$ cat config.mk
export PLATFORM = sky130hd
export DESIGN_NAME = pspc_queue
export DESIGN_NICKNAME = d
export VERILOG_FILES = /design/src/rtl/pspc_pkg.sv /design/src/rtl/pspc_queue.sv
export SDC_FILE = /design/constraint.sdc
export NUM_CORES = 1
export LEC_CHECK = 0
export BUFFER_PORTS_ARGS = -buffer_cell sky130_fd_sc_hd__buf_2
export CORE_ASPECT_RATIO = 0.5
export CORE_MARGIN = 2
export CORE_UTILIZATION = 45
export CTS_CLUSTER_DIAMETER = 40
export CTS_CLUSTER_SIZE = 28
export DETAILED_ROUTE_END_ITERATION = 6
export PLACE_DENSITY_LB_ADDON = 0.2
export SLEW_MARGIN = 15
export SYNTH_ARGS = -nofsm -noshare
export SYNTH_HDL_FRONTEND = slang
export SYNTH_SLANG_ARGS = --single-unit
$ cat constraint.sdc
create_clock -name clock -period 1.6 [get_ports clock]
set_input_delay 0.16 -clock clock [delete_from_list [all_inputs] [get_ports clock]]
set_output_delay 0.16 -clock clock [all_outputs]
set_load 0.05 [all_outputs]
$ cat src/rtl/pspc_pkg.sv
package pspc_pkg;

   // field widths
   localparam int PidWidth = 13;
   localparam int MapBitBits = 5;
   localparam int MapRowBits = PidWidth - MapBitBits;
   localparam int MapRowWidth = 1 << MapBitBits;
   localparam int LenWidth = 12;
   localparam int CsrIndexWidth = 8;

   // default depth of the queue between parser and map stage
   localparam int QueueDepth = 4;

   // register indexes
   localparam logic [CsrIndexWidth-1:0] CSR_ENABLE = 8'd0;
   localparam logic [CsrIndexWidth-1:0] CSR_WANT_TELETEXT = 8'd1;
   localparam logic [CsrIndexWidth-1:0] CSR_WANT_SUBTITLES = 8'd2;
   localparam logic [CsrIndexWidth-1:0] CSR_WANT_DSMCC = 8'd3;

   // stream types of interest
   localparam logic [7:0] STREAM_PRIVATE_PES = 8'h06;
   localparam logic [7:0] STREAM_DSMCC_A = 8'h0b;
   localparam logic [7:0] STREAM_DSMCC_B = 8'h0c;
   localparam logic [7:0] STREAM_DSMCC_C = 8'h0d;

   typedef struct packed {
      logic enable;
      logic want_teletext;
      logic want_subtitles;
      logic want_dsmcc;
   } cfg_type;

   typedef struct packed {
      logic [7:0] payload_byte;
      logic last_byte;
   } req_type;

   typedef struct packed {
      logic new_pid_valid;
      logic [PidWidth-1:0] new_pid;
      logic section_done;
      logic any_new;
      logic truncated;
   } rsp_type;

   // one classified byte handed from the parser to the map stage
   typedef struct packed {
      logic pid_check;
      logic [PidWidth-1:0] pid;
      logic last;
      logic trunc;
   } op_type;

endpackage

$ cat src/rtl/pspc_queue.sv
module pspc_queue #(
   parameter int DEPTH = pspc_pkg::QueueDepth
) (
   input logic clock,
   input logic reset,
   input logic push,
   input pspc_pkg::op_type push_data,
   input logic pop,
   output pspc_pkg::op_type pop_data,
   output logic not_empty,
   output logic has_space
);
   import pspc_pkg::*;

   localparam int PtrBits = (DEPTH > 1) ? $clog2(DEPTH) : 1;
   localparam int CntBits = $clog2(DEPTH + 1);

   op_type entries_ff [DEPTH];
   logic [PtrBits-1:0] wr_ptr_ff, wr_ptr_in, rd_ptr_ff, rd_ptr_in;
   logic [CntBits-1:0] count_ff, count_in;

   assign not_empty = (count_ff != '0);
   assign has_space = (count_ff != CntBits'(DEPTH));
   assign pop_data = entries_ff[rd_ptr_ff];

   // pointer and fill count update
   always_comb begin
      wr_ptr_in = wr_ptr_ff;
      rd_ptr_in = rd_ptr_ff;
      count_in = count_ff;
      if (push) begin
         wr_ptr_in = (wr_ptr_ff == PtrBits'(DEPTH - 1)) ? '0 : wr_ptr_ff + 1'b1;
      end
      if (pop) begin
         rd_ptr_in = (rd_ptr_ff == PtrBits'(DEPTH - 1)) ? '0 : rd_ptr_ff + 1'b1;
      end
      if (push && !pop) begin
         count_in = count_ff + 1'b1;
      end else if (pop && !push) begin
         count_in = count_ff - 1'b1;
      end
   end

   always_ff @(posedge clock) begin
      if (reset) begin
         wr_ptr_ff <= '0;
         rd_ptr_ff <= '0;
         count_ff <= '0;
      end else begin
         wr_ptr_ff <= wr_ptr_in;
         rd_ptr_ff <= rd_ptr_in;
         count_ff <= count_in;
      end
   end

   // entry storage
   always_ff @(posedge clock) begin
      if (push) begin
         entries_ff[wr_ptr_ff] <= push_data;
      end
   end

endmodule

=== Word-level counts from Yosys, hierarchy flattened ===
Memories as Yosys holds them, arrays and structs flattened. A register that Yosys moved wholly into a read port is not among the register bits.
Cells that the tools add are included.
W data, S select, Z words.

* Register bits after elaboration: 7
* Bits in writable memories: 64
* Output and inout bits: 18
* Logic and storage cells: 25
* Memories kept: 1

* $add $sub $neg: 4
* Equality and inequality tests: 3
* Multiplexer cells: 8
* Reductions and logical operators: 6

{| class="wikitable"
|+ Memories
! name !! words !! bits a word !! read ports !! clocked after Yosys merged registers in !! wr ports !! line !! source
|-
| entries_ff || 4 || 16 || 1 || 1 || 1 || pspc_queue.sv:18 || <nowiki>op_type entries_ff [DEPTH];</nowiki>
|}

{| class="wikitable"
|+ Operators by type and width
! operator !! count
|-
| $mux W2 || 4
|-
| $mux W3 || 2
|-
| $add A2 B1 Y2 const B || 2
|-
| $eq A2 B2 Y1 const B || 2
|-
| $add A3 B1 Y3 const B || 1
|-
| $ne A3 B3 Y1 const B || 1
|-
| $reduce_bool A3 Y1 || 1
|-
| $sub A3 B1 Y3 const B || 1
|-
| $logic_and A1 B1 Y1 || 2
|-
| $logic_not A1 Y1 || 2
|-
| $mux W1 || 2
|-
| $reduce_bool A2 Y1 || 1
|}

=== Longest topological paths before layout ===
* Depth after elaboration: 4
* Gate-level depth with buffers: 7
* Gate-level depth less buffers: 7

=== Worst setup path after synthesis ===
Ideal clock, no wire load.

* Path type: input -> register
* Start point: input port pop
* End point: register count_ff[2]
* Setup time: 0.070 ns
* Data arrival time: 1.352 ns
* Required time: 1.530 ns
* Slack: 0.178 ns
* Stages: 7
* Cell sequence: inv_1 -> ha_1 -> inv_1 -> fa_1 -> xor2_1 -> or3_1 -> a21oi_1

* Cells in the longest elaborated chain, start to end: 3
* Elaborated cells between the ends (all ways): 5
* Classes of those cells: 1 x mux; 4 x reduce/logical

{| class="wikitable"
|+ RTL lines
! what !! line !! source
|-
| start, declared || pspc_queue.sv:8 || <nowiki>input logic pop,</nowiki>
|-
| $logic_not A1 Y1 || pspc_queue.sv:37 || <nowiki>if (push && !pop) begin</nowiki>
|-
| $logic_and A1 B1 Y1 || pspc_queue.sv:37 ||
|-
| $mux W3 / $reduce_bool A2 Y1 (equally long branches) || - ||
|-
| end signal, assigned || pspc_queue.sv:52 || <nowiki>count_ff <= count_in;</nowiki>
|-
| end, declared || pspc_queue.sv:20 || <nowiki>logic [CntBits-1:0] count_ff, count_in;</nowiki>
|}

Parallel ways exist; a longest one is shown, timed or not.
A chain may end at the register's enable or synchronous reset.

==> results.py <==
metrics = {
    "final_layout": {
        "stdcell_area_um2": 3513,
        "postLayoutCoreUtil_pct": 58.26,
        "fin_cells": 274,
        "final_nets": 209,
        "area_growth_syn_to_layout_pct": 26.03,
        "drive_above_1_share_pct": 41.40,
        "n_antenna_cell": 0,
    },
    "place": {
        "place_ws_ns": 0.01768,
        "placed_cell_area_um2": 3139,
        "io_buffers": 37,
        "dpl.cell_count": 258,
        "gp_congestion": 0.6602,
        "dpl.hpwl_um": 2768,
    },
    "critical_path": {
        "reg2reg_slack_ns": 0.16,
        "cp-start-kind": "flop",
        "crit_type": "reg2out",
        "reg2reg_from": "count_ff[0]",
        "arrival_ns": 1.59,
        "critPathMaxFanout": 8,
        "critPathRequiredTime_ns": 1.44,
        "worstRegToRegCells": 4,
        "cp-end-kind": "output port",
        "regToRegEndpoint": "count_ff[2]",
    },
    "logic_synthesis": {
        "synth_nets": 156,
        "netlist-cell-type-count": 19,
        "yosysSeqAreaShare_pct": 75.40,
        "yosysTopAreaCell": "edfxtp_1",
        "avgSynthCellArea_um2": 21.61,
        "synth_top_cell_area_share_pct": 68.94,
        "netlist_area_um2": 2788,
        "synth_seq_cells": 73,
        "synthTopCellsByArea": "edfxtp_1 69%, mux4_2 8.1%, dfxtp_1 6.5%, mux4_1 5.7%, ha_1 2.7%",
        "yosys_warnings": 0,
        "netlist_instances": 129,
    },
    "floorplan": {
        "num_rows": 20,
        "die_w_um": 115.3,
        "start_util_pct": 46.22,
        "die_area_um2": 6879,
        "io_pins": 38,
        "core-area_um2": 6031,
        "dieHeight_um": 59.66,
    },
    "pwr": {
        "powerDensity_nw_per_um2": 1326,
        "leakagePower_nw": 1.266,
        "switching_share_pct": 25.12,
        "power_frac_seq_pct": 47.7,
        "p_switching_mw": 1.170,
        "p_int_mw": 3.489,
        "clkPwrFrac_pct": 37.0,
        "comb_power_share_pct": 15.3,
        "ir_worst_vdd_mv": 0.7824,
    },
    "clock_tree": {
        "cts_buffers": 9,
        "clock_path_buffers": 2,
        "ctsHtreeMaxLevel": 3,
        "clock_sink_count": 73,
        "cts-root-buf": "clkbuf_16",
        "cts_tree": "done",
        "cts-hold-fix-buffers": 0,
        "postCtsSetupBuffers": 0,
        "clkTransAtPathRegs_ns": 0.05,
        "clk_latency_ns": 0.33,
    },
    "timing": {
        "hold_violations": 0,
        "setup_viol": 16,
        "period_share_pct": 109.1,
        "tightest_slew_ns": 0.2499,
        "maxSlewViolCount": 0,
        "period_needed_ns": 1.746,
        "rsz0062_at_grt": "yes",
        "slew_headroom_pct": 83.45,
        "fmax_mhz": 572.6,
        "fin_hold_ws_ns": 0.04506,
        "finalWorstSetupSlack_ns": -0.1463,
        "clock_skew_ns": 0.007212,
    },
    "route": {
        "drt_iter0_markers": 133,
        "drc": 0,
        "antenna_left": 0,
        "vias_per_cell": 4.854,
        "wl_per_cell_um": 16.57,
        "drt-total-wl_um": 4541,
        "first_pass_iters": 4,
        "vias": 1330,
    },
    "global_route": {
        "grt_first_pass_wirelength_um": 7245,
        "antenna_found_initial": 0,
        "grtUsageTotal_pct": 15.29,
        "grt_max_degree": 17,
        "first_global_vias": 1404,
        "grt_overflow": 0,
    },
    "outcome": {
        "violations": "setup timing",
        "status": "complete, but fails checks",
    },
    "flow_run": {
        "cap_violations": 0,
    },
    "min_path": {
        "hold_path.class": "in2reg",
        "min_delay_worst_endpoint": "entries_ff[3][12]",
        "hold_start": "push_data[12]",
        "whs_path_depth": 1,
    },
}
-- logic make-up after synthesis --
kind of cell             after synthesis  synth area share [%]
multiplexers                          20                 15.17
XOR/XNOR                               2                0.6285
flip-flops                            73                 75.40
buffers and inverters                  8                 2.020
AND/OR/NAND/NOR                       16                 2.827
adder cells (fa/ha/maj)                7                 3.411
AO/OA/AOI/OAI                          3                0.5384
-- layout by cell type, fill, tap and decap left out --
cell	n
buf_4	5
mux2i_1	4
buf_12	3
clkinv_2	3
xor2_1	2
a21oi_1	2
clkinv_1	1
or3_1	2
dfxtp_4	1
edfxtp_1	64
o21ai_0	1
nand2_1	1
clkbuf_16	9
nor2_1	8
dfxtp_1	8
fa_1	1
and2_1	4
buf_8	1
buf_6	15
buf_2	21
clkinv_4	2
nor3b_1	1
inv_1	4
ha_1	6
buf_16	1
mux4_2	16
-- cells in the mapped netlist --
| cell type | number |
|---|---|
| inv_1 | 4 |
| nand2_1 | 1 |
| buf_2 | 2 |
| or3_1 | 2 |
| nor3b_1 | 1 |
| and2_1 | 4 |
| ha_1 | 6 |
| dfxtp_1 | 9 |
| xor2_1 | 2 |
| mux2i_1 | 4 |
| a21oi_1 | 2 |
| mux4_1 | 6 |
| fa_1 | 1 |
| mux4_2 | 10 |
| nor2_1 | 8 |
| o21ai_0 | 1 |
| edfxtp_1 | 64 |
| buf_12 | 1 |
| buf_6 | 1 |
-- critical path: stages, from the launching register on --
cell,delay [ns]
dfxtp_4,0.40
buf_12,0.15
mux4_2,0.53
buf_6,0.17
-- worst max path at each step --
stage | startpoint | to | slack (ns) | cells after the start
after detailed placement | pop | count_ff[2] | 0.02 | 8
after floorplan | pop | count_ff[2] | 0.18 | 7
after global routing | flop | pop_data[0] | -0.19 | 3
final | flop | pop_data[0] | -0.15 | 3
after CTS | flop | pop_data[0] | -0.16 | 3
after global placement | pop | count_ff[2] | 0.05 | 8
-- stage by stage --
stage	total power, mW	setup TNS (ns)
6_report	4.659	-1.863
3_5_place_dp	2.878	0
2_1_floorplan	2.705	0
3_3_place_gp	2.861	0
4_1_cts	4.713	-2.125
5_1_grt	4.860	-2.581
-- power groups by stage --
stage	registers, mW	logic [mW]	clock network (mW)
after floorplan	2.24	0.463	0
after global placement	2.25	0.613	0
after detailed placement	2.26	0.622	0
after CTS	2.22	0.721	1.77
after global routing	2.23	0.756	1.87
final	2.22	0.712	1.73
-- repair_timing --
action	4_1_cts	5_1_grt
cloned	1	0
gates resized for setup	42	0
endpoints found under the setup margin	16	16
-- sequential cells by signal, summed over array words and instances (netlist names), named ones only --
| register | flops |
|---|---|
| wr_ptr_ff | 2 |
| count_ff | 3 |
| entries_ff | 64 |
| rd_ptr_ff | 2 |
-- cell type report --
class	instances	area, µm²
tap	88	110.1
timing repair buffer	46	414.1
clock buffer	9	225.2
inverter	4	15.01
multi-input combinational	48	606.8
clock inverter	6	36.28
sequential	73	2106
fill	458	2517
-- routing by layer --
metal | share of wire [%] | vias up | track usage [%] | wire length (µm)
met5 | 0 | - | 0 | 0
met4 | 0.86 | 0 | 6.196 | 39
met3 | 5.9 | 5 | 7.404 | 266
met2 | 48 | 37 | 23.56 | 2185
met1 | 45 | 671 | 18.89 | 2050
li1 | - | 617 | - | -
No activity file was read; power rests on OpenSTA's default activity.
