==> config.mk <==
export PLATFORM = sky130hd
export DESIGN_NAME = pspc_front
export DESIGN_NICKNAME = d
export VERILOG_FILES = /design/src/rtl/pspc_pkg.sv /design/src/rtl/pspc_front.sv
export SDC_FILE = /design/constraint.sdc
export NUM_CORES = 1
export LEC_CHECK = 0
export BUFFER_PORTS_ARGS = -buffer_cell sky130_fd_sc_hd__buf_2
export CAP_MARGIN = 10
export CORE_AREA = 2 2 90 92
export CTS_BUF_LIST = sky130_fd_sc_hd__clkbuf_4
export CTS_CLUSTER_SIZE = 30
export DETAILED_ROUTE_END_ITERATION = 16
export DIE_AREA = 0 0 92 94
export PLACE_DENSITY = 0.54
export SYNTH_ARGS = -nofsm -noshare
export SYNTH_HDL_FRONTEND = slang
export SYNTH_SLANG_ARGS = --single-unit
export TNS_END_PERCENT = 1
==> constraint.sdc <==
create_clock -name clock -period 3.05 [get_ports clock]
set_clock_uncertainty 0.1 [all_clocks]
set_input_delay 0.61 -clock clock [delete_from_list [all_inputs] [get_ports clock]]
set_output_delay 0.61 -clock clock [all_outputs]
set_load 0.01 [all_outputs]
==> src/rtl/pspc_pkg.sv <==
package pspc_pkg;

   // field widths
   localparam int PidWidth = 13;
   localparam int MapBitBits = 5;
   localparam int MapRowBits = PidWidth - MapBitBits;
   localparam int MapRowWidth = 1 << MapBitBits;
   localparam int LenWidth = 12;
   localparam int CsrIndexWidth = 8;

   // default depth of the queue between parser and map stage
   localparam int QueueDepth = 4;

   // register indexes
   localparam logic [CsrIndexWidth-1:0] CSR_ENABLE = 8'd0;
   localparam logic [CsrIndexWidth-1:0] CSR_WANT_TELETEXT = 8'd1;
   localparam logic [CsrIndexWidth-1:0] CSR_WANT_SUBTITLES = 8'd2;
   localparam logic [CsrIndexWidth-1:0] CSR_WANT_DSMCC = 8'd3;

   // stream types of interest
   localparam logic [7:0] STREAM_PRIVATE_PES = 8'h06;
   localparam logic [7:0] STREAM_DSMCC_A = 8'h0b;
   localparam logic [7:0] STREAM_DSMCC_B = 8'h0c;
   localparam logic [7:0] STREAM_DSMCC_C = 8'h0d;

   typedef struct packed {
      logic enable;
      logic want_teletext;
      logic want_subtitles;
      logic want_dsmcc;
   } cfg_type;

   typedef struct packed {
      logic [7:0] payload_byte;
      logic last_byte;
   } req_type;

   typedef struct packed {
      logic new_pid_valid;
      logic [PidWidth-1:0] new_pid;
      logic section_done;
      logic any_new;
      logic truncated;
   } rsp_type;

   // one classified byte handed from the parser to the map stage
   typedef struct packed {
      logic pid_check;
      logic [PidWidth-1:0] pid;
      logic last;
      logic trunc;
   } op_type;

endpackage

==> src/rtl/pspc_front.sv <==
module pspc_front (
   input logic clock,
   input logic reset,
   input logic accept,
   input pspc_pkg::req_type req_data,
   input pspc_pkg::cfg_type cfg,
   output pspc_pkg::op_type op
);
   import pspc_pkg::*;

   typedef enum logic [10:0] {
      PH_PCR_HI    = 11'b000_0000_0001,
      PH_PCR_LO    = 11'b000_0000_0010,
      PH_PI_LEN_HI = 11'b000_0000_0100,
      PH_PI_LEN_LO = 11'b000_0000_1000,
      PH_PI_SKIP   = 11'b000_0001_0000,
      PH_ES_TYPE   = 11'b000_0010_0000,
      PH_PID_HI    = 11'b000_0100_0000,
      PH_PID_LO    = 11'b000_1000_0000,
      PH_ES_LEN_HI = 11'b001_0000_0000,
      PH_ES_LEN_LO = 11'b010_0000_0000,
      PH_ES_SKIP   = 11'b100_0000_0000
   } phase_type;

   phase_type phase_ff, phase_in, phase_step;
   logic [LenWidth-1:0] skip_ff, skip_in, skip_step, len_word;
   logic sel_ff, sel_in, sel_step;
   logic [PidWidth-9:0] pid_hi_ff, pid_hi_in, pid_hi_step;
   logic [7:0] b;
   logic type_hit;

   assign b = req_data.payload_byte;
   assign len_word = {skip_ff[LenWidth-1:8], b};

   // stream type selection from the current register values
   always_comb begin
      type_hit = 1'b0;
      if (b == STREAM_PRIVATE_PES) begin
         type_hit = cfg.want_teletext | cfg.want_subtitles;
      end else if (b == STREAM_DSMCC_A || b == STREAM_DSMCC_B || b == STREAM_DSMCC_C) begin
         type_hit = cfg.want_dsmcc;
      end
   end

   // parse step for one accepted byte
   always_comb begin
      phase_step = phase_ff;
      skip_step = skip_ff;
      sel_step = sel_ff;
      pid_hi_step = pid_hi_ff;
      unique case (phase_ff)
         PH_PCR_LO: begin
            phase_step = PH_PI_LEN_HI;
         end
         PH_PI_LEN_HI, PH_ES_LEN_HI: begin
            skip_step = {b[3:0], 8'h00};
            phase_step = (phase_ff == PH_PI_LEN_HI) ? PH_PI_LEN_LO : PH_ES_LEN_LO;
         end
         PH_PI_LEN_LO: begin
            skip_step = len_word;
            phase_step = (len_word != '0) ? PH_PI_SKIP : PH_ES_TYPE;
         end
         PH_ES_LEN_LO: begin
            skip_step = len_word;
            phase_step = (len_word != '0) ? PH_ES_SKIP : PH_ES_TYPE;
         end
         PH_PI_SKIP, PH_ES_SKIP: begin
            skip_step = skip_ff - 1'b1;
            if (skip_step == '0) begin
               phase_step = PH_ES_TYPE;
            end
         end
         PH_ES_TYPE: begin
            sel_step = cfg.enable & type_hit;
            phase_step = PH_PID_HI;
         end
         PH_PID_HI: begin
            pid_hi_step = b[4:0];
            phase_step = PH_PID_LO;
         end
         PH_PID_LO: begin
            sel_step = 1'b0;
            phase_step = PH_ES_LEN_HI;
         end
         default: begin
            phase_step = PH_PCR_LO;
         end
      endcase
   end

   // next state, with section end returning to the header
   always_comb begin
      phase_in = phase_ff;
      skip_in = skip_ff;
      sel_in = sel_ff;
      pid_hi_in = pid_hi_ff;
      if (accept) begin
         if (req_data.last_byte) begin
            phase_in = PH_PCR_HI;
            skip_in = '0;
            sel_in = 1'b0;
            pid_hi_in = '0;
         end else begin
            phase_in = phase_step;
            skip_in = skip_step;
            sel_in = sel_step;
            pid_hi_in = pid_hi_step;
         end
      end
   end

   always_ff @(posedge clock) begin
      if (reset) begin
         phase_ff <= PH_PCR_HI;
         skip_ff <= '0;
         sel_ff <= 1'b0;
         pid_hi_ff <= '0;
      end else begin
         phase_ff <= phase_in;
         skip_ff <= skip_in;
         sel_ff <= sel_in;
         pid_hi_ff <= pid_hi_in;
      end
   end

   // classified byte for the map stage
   always_comb begin
      op.pid_check = (phase_ff == PH_PID_LO) && sel_ff;
      op.pid = {pid_hi_ff, b};
      op.last = req_data.last_byte;
      op.trunc = req_data.last_byte && (phase_step != PH_ES_TYPE);
   end

endmodule

# Word-level counts from Yosys, hierarchy flattened
# Cells that the tools add are included.
# classes
n_addsub	1
eq_ne	16
mux	14
n_bitwise	2
reduce_logical	17
# op_table
op	n
11-bit case mux with 8 select lines	1
12-bit case mux with 3 select lines	1
11-bit 2-to-1 mux	3
8-bit by 4-bit equality test with 1-bit output, second input constant	3
12-bit zero test	1
12-bit 2-to-1 mux	1
12-bit nonzero test	1
12-bit by 1-bit subtractor with 12-bit output, second input constant	1
11-bit by 10-bit equality test with 1-bit output, second input constant	1
11-bit equality test, second input constant	1
11-bit by 2-bit equality test with 1-bit output, second input constant	1
11-bit by 3-bit equality test with 1-bit output, second input constant	1
11-bit by 4-bit equality test with 1-bit output, second input constant	1
11-bit by 5-bit equality test with 1-bit output, second input constant	1
11-bit by 6-bit equality test with 1-bit output, second input constant	1
11-bit by 7-bit equality test with 1-bit output, second input constant	1
11-bit by 8-bit equality test with 1-bit output, second input constant	1
11-bit by 9-bit equality test with 1-bit output, second input constant	1
11-bit by 6-bit != test with 1-bit output, second input constant	1
10-bit 2-to-1 mux	1
5-bit 2-to-1 mux	2
8-bit by 3-bit equality test with 1-bit output, second input constant	1
6-bit 2-to-1 mux	1
2-bit AND reduction	3
12 further kinds	19
# totals
ff_bits	29
input_bits	16

# Depth between registers and ports, before layout
# depth
depth_word	8
depth_mapped	7
ltp_nobuf	7

# Worst setup path after synthesis
# No wires, ideal clock.
# synth_timing
kind	reg-to-output
start	register phase_ff[5]
end	output op[0] (netlist bit)
arrival_time_ns	1.653
t_required_ns	2.340
path_slack_ns	0.687
stages_incl_launch_ff	7
path_buffers	2
path_cell_list	dfxtp_1 > buf_2 > nor4_2 > nand4_1 > clkbuf_1 > nor3_1 > nor2_1
# synth_lines
element	line_no	rtl
start, declared	pspc_front.sv:25	phase_type phase_ff, phase_in, phase_step;
start signal, assigned	pspc_front.sv:119	phase_ff <= phase_in;
end, declared	pspc_front.sv:7	output pspc_pkg::op_type op

==> key figures <==
Worst setup path
  • Critical Path Start Type: register
  • Crit. path cell count: 6
  • CP Max Fanout: 8
  • Top delay family on crit path: simple AND/OR/NAND/NOR gates
  • Flop2flop setup slack: 0.71 ns
  • Reg2reg path depth: 5
  • WP data arrival: approximately 2.2 ns
  • CP endpoint kind: output pin
  • Setup CP Type: register to output pin
  • Crit path buf inv count: 1
  • RR Startpoint: skip_ff[4]$_SDFFE_PP0P_
  • Worst EP required: approximately 2.3 ns
  • Worst reg2reg endpoint: phase_ff[5]$_SDFFE_PP0P_
  • Slowest cell delay on critical path: 0.58 ns
  • CP Cell Sequence: or4_4 -> o41ai_4 -> o2111ai_2 -> nor3_1 -> nor2_1 -> buf_2
  • Slowest CP cell: or4_4

Floorplanning
  • Core area: 7610 um2
  • Chip width: between 90 and 100 um
  • I/O pins: 32
  • Die H: 94 um
  • Starting Density: 0.264
  • Row cnt: 32
  • Die area: 8650 um2

Yosys
  • Synth async-reset ratio: 0
  • Post-synthesis cell area: 2010 um2
  • Mapped Cells: 262
  • Most used DFF post-synth: dfxtp_1
  • Number of synthesized flops with an enable pin: 0
  • Post-synthesis cell type count: 50
  • Syn Nets: 280
  • Share of the yosys chip area belonging to registers: 0.289
  • Synth Register Bits: 29
  • YS warnings: 0
  • Avg Cell Area, Syn: 7.66 um2

Timing
  • RSZ-0062 raised after global routing: false
  • Fin. max-slew vios: 0
  • Final Setup Violations: 0
  • Tcrit/Tclk final: 0.965
  • Setup_tns: 0 ns
  • Fmax: 340 MHz
  • Fin crit period: 2.94 ns
  • Worst slew margin relative to its limit: 0.551
  • Tightest Pin Transition: 0.672 ns
  • Post-route setup slack: roughly 0.11 ns
  • Hold Violations, Final: 0

Clocking
  • Clock Sinks: 29
  • Clk root buf: clkbuf_4
  • Clk pin slew, worst setup/hold paths: 0.11 ns
  • CTS Hold Bufs: 0
  • # H-tree levels: 2
  • CTS Buf Count: 5
  • Worst-Skew Late Latency: 0.34 ns
  • CTS tree: yes
  • Max Root-Sink Buffers: 2

Power
  • LEAKAGE: between 0.8 and 0.9 nW
  • Pwr Total: 0.706 mW
  • Pwr dens: 315 nW/um2
  • VDD IR max: 0.210 mV

Run status
  • Outcome: finished clean

Route
  • Drt first pass iters: 4
  • WL/cell: about 16 um
  • ANT nets after route: 0
  • Total number of vias: around 2100
  • DRC violations left: 0
  • Routed wire length: 6.28 mm
  • Drt via density: around 5.5
  • DR iter-0 viols: 210

Global routing
  • Number of global-route vias before repair: 1968
  • Largest net degree at the start of global routing: 21
  • First-pass GRT wire length: 10.2 mm
  • Total GRT Usage: 0.151
  • Initial antenna violation count: 0
  • Grt ovf: 0

Place
  • IO Port Bufs: 31
  • Final Wtd Congestion: 0.860
  • Hpwl dp: 4.51 mm
  • Pre-CTS setup slack: roughly 0.35 ns
  • Area after DPL: ~2200 um2

Cells and area
  • Fraction of layout cells with a size suffix above 1: 0.177
  • Multi-input logic area: 1260 um2
  • Design area: 2240 um2
  • FILL cells: around 870
  • Final net count: 299
  • Sequential Area: about 580 um2
  • ANT cells: 0
  • Area grow syn2layout: 11.7%

Worst hold path
  • Hold_sp: sel_ff$_SDFFE_PP0P_
  • Min-delay worst type: register to register
  • Hold Path Depth: 2
  • Hold endpoint: sel_ff$_SDFFE_PP0P_

Flow run
  • Max-cap violations: 0
## synth_stat cells (all sizes together) (2+ instances only)
| cell type | instances | area share |
|---|---|---|
| nor4b | 4 | 0.017 |
| a211o | 3 | 0.013 |
| ha | 2 | 0.012 |
| nor2b | 2 | 0.0062 |
| o311ai | 3 | 0.013 |
| a21oi | 15 | 0.037 |
| a31oi | 5 | 0.016 |
| nand3b | 2 | 0.0075 |
| o211ai | 3 | 0.011 |
| nand3 | 5 | 0.012 |
| a21o | 2 | 0.0075 |
| o2bb2ai | 4 | 0.017 |
| nand4b | 3 | 0.013 |
| o2111ai | 3 | 0.016 |
| buf | 12 | 0.042 |
| nor2 | 31 | 0.058 |
| o21a | 2 | 0.0075 |
| clkbuf | 10 | 0.019 |
| a22oi | 10 | 0.037 |
| o21ai | 16 | 0.040 |
| inv | 11 | 0.021 |
| nand4 | 8 | 0.025 |
| and3 | 4 | 0.012 |
| dfxtp | 29 | 0.29 |
| nor3 | 15 | 0.037 |
| xnor2 | 4 | 0.017 |
| a211oi | 2 | 0.0075 |
| and2 | 2 | 0.0062 |
| nor3b | 2 | 0.0075 |
| nand2 | 14 | 0.026 |
| a32oi | 2 | 0.0087 |
| or4 | 4 | 0.019 |
| nor4 | 12 | 0.040 |
| xor2 | 5 | 0.022 |
## flip-flops by register name (all words and copies together), names as in the netlist
register and cells:
pid_hi_ff 5, phase_ff 11, sel_ff 1, skip_ff 12
## cells by family (layout without fill, tap and decap cells)
group | Yosys count | in the layout | share of synthesized area
adder cells (fa/ha/maj) | 2 | 2 | 0.0125
AND/OR/NAND/NOR | 113 | 113 | 0.310
XOR/XNOR | 9 | 9 | 0.0392
buffers and inverters | 33 | 53 | 0.0810
flip-flops | 29 | 29 | 0.289
AO/OA/AOI/OAI | 76 | 76 | 0.268
## through the flow
stage                util  cells  hold slack (ns)
floorplan               -    262            0.331
global placement    0.288    376            0.347
detailed placement  0.288    376            0.350
CTS                 0.295    384            0.365
global route        0.295    384            0.379
finish              0.295    384            0.359
## worst register-to-register path, cell delays in order (launching register included)
cell	delay, ns
dfxtp_1	0.39
or4_4	0.59
o41ai_4	0.34
o2111ai_2	0.20
or4_1	0.50
a21oi_1	0.15
## area by class of cell
class	count	share of cell area
clock buffer	5	0.0167
clock inverter	3	0.00558
inverter	11	0.0184
multi-input combinational	200	0.564
sequential	29	0.259
tap	102	0.0569
timing repair buffer	34	0.0792
## layout by cell type (no fill, tap or decap), types with 3 or more instances in the layout
cell,n
and3_1,4
xor2_1,5
o21ai_0,16
o311ai_0,3
a21oi_1,15
nor2_1,31
nand3_1,5
nand2_1,14
dfxtp_1,28
a211o_1,3
nor4b_1,4
buf_4,3
clkbuf_4,5
o2bb2ai_1,4
inv_1,11
nand4b_1,3
a22oi_1,10
nand4_1,8
buf_2,31
a31oi_1,5
xnor2_1,4
nor3_1,15
o211ai_1,3
nor4_1,11
## how the worst max path moves through the flow
stage	from	endpoint	slack (ns)
after floorplan	phase_ff[5]$_SDFFE_PP0P_	op[0]	0.69
after global placement	req_data[5]	op[0]	0.45
after detailed placement	req_data[6]	op[0]	0.35
after CTS	skip_ff[7]$_SDFFE_PP0P_	op[0]	0.11
after global routing	skip_ff[4]$_SDFFE_PP0P_	op[0]	0.02
final	skip_ff[4]$_SDFFE_PP0P_	op[0]	0.11
## timing repair
item / in CTS / in global routing
endpoints found under the setup margin: 0 / 1
gates resized for setup: 0 / 1
buffers inserted: 0 / 0
## layer usage
layer / global-route usage / routed length (um) / up-vias
met4: 0.0498 / 71 / 0
met5: 0 / 0 / -
li1: - / - / 1019
met3: 0.0233 / 299 / 6
met1: 0.214 / 3080 / 1002
met2: 0.233 / 2830 / 68
## where the power goes
group / switching (mW) / internal [mW]
logic: 0.0584 / 0.0302
clock network: 0.147 / 0.0832
registers: 0.00599 / 0.381
Power figures use the tool's default switching activity.
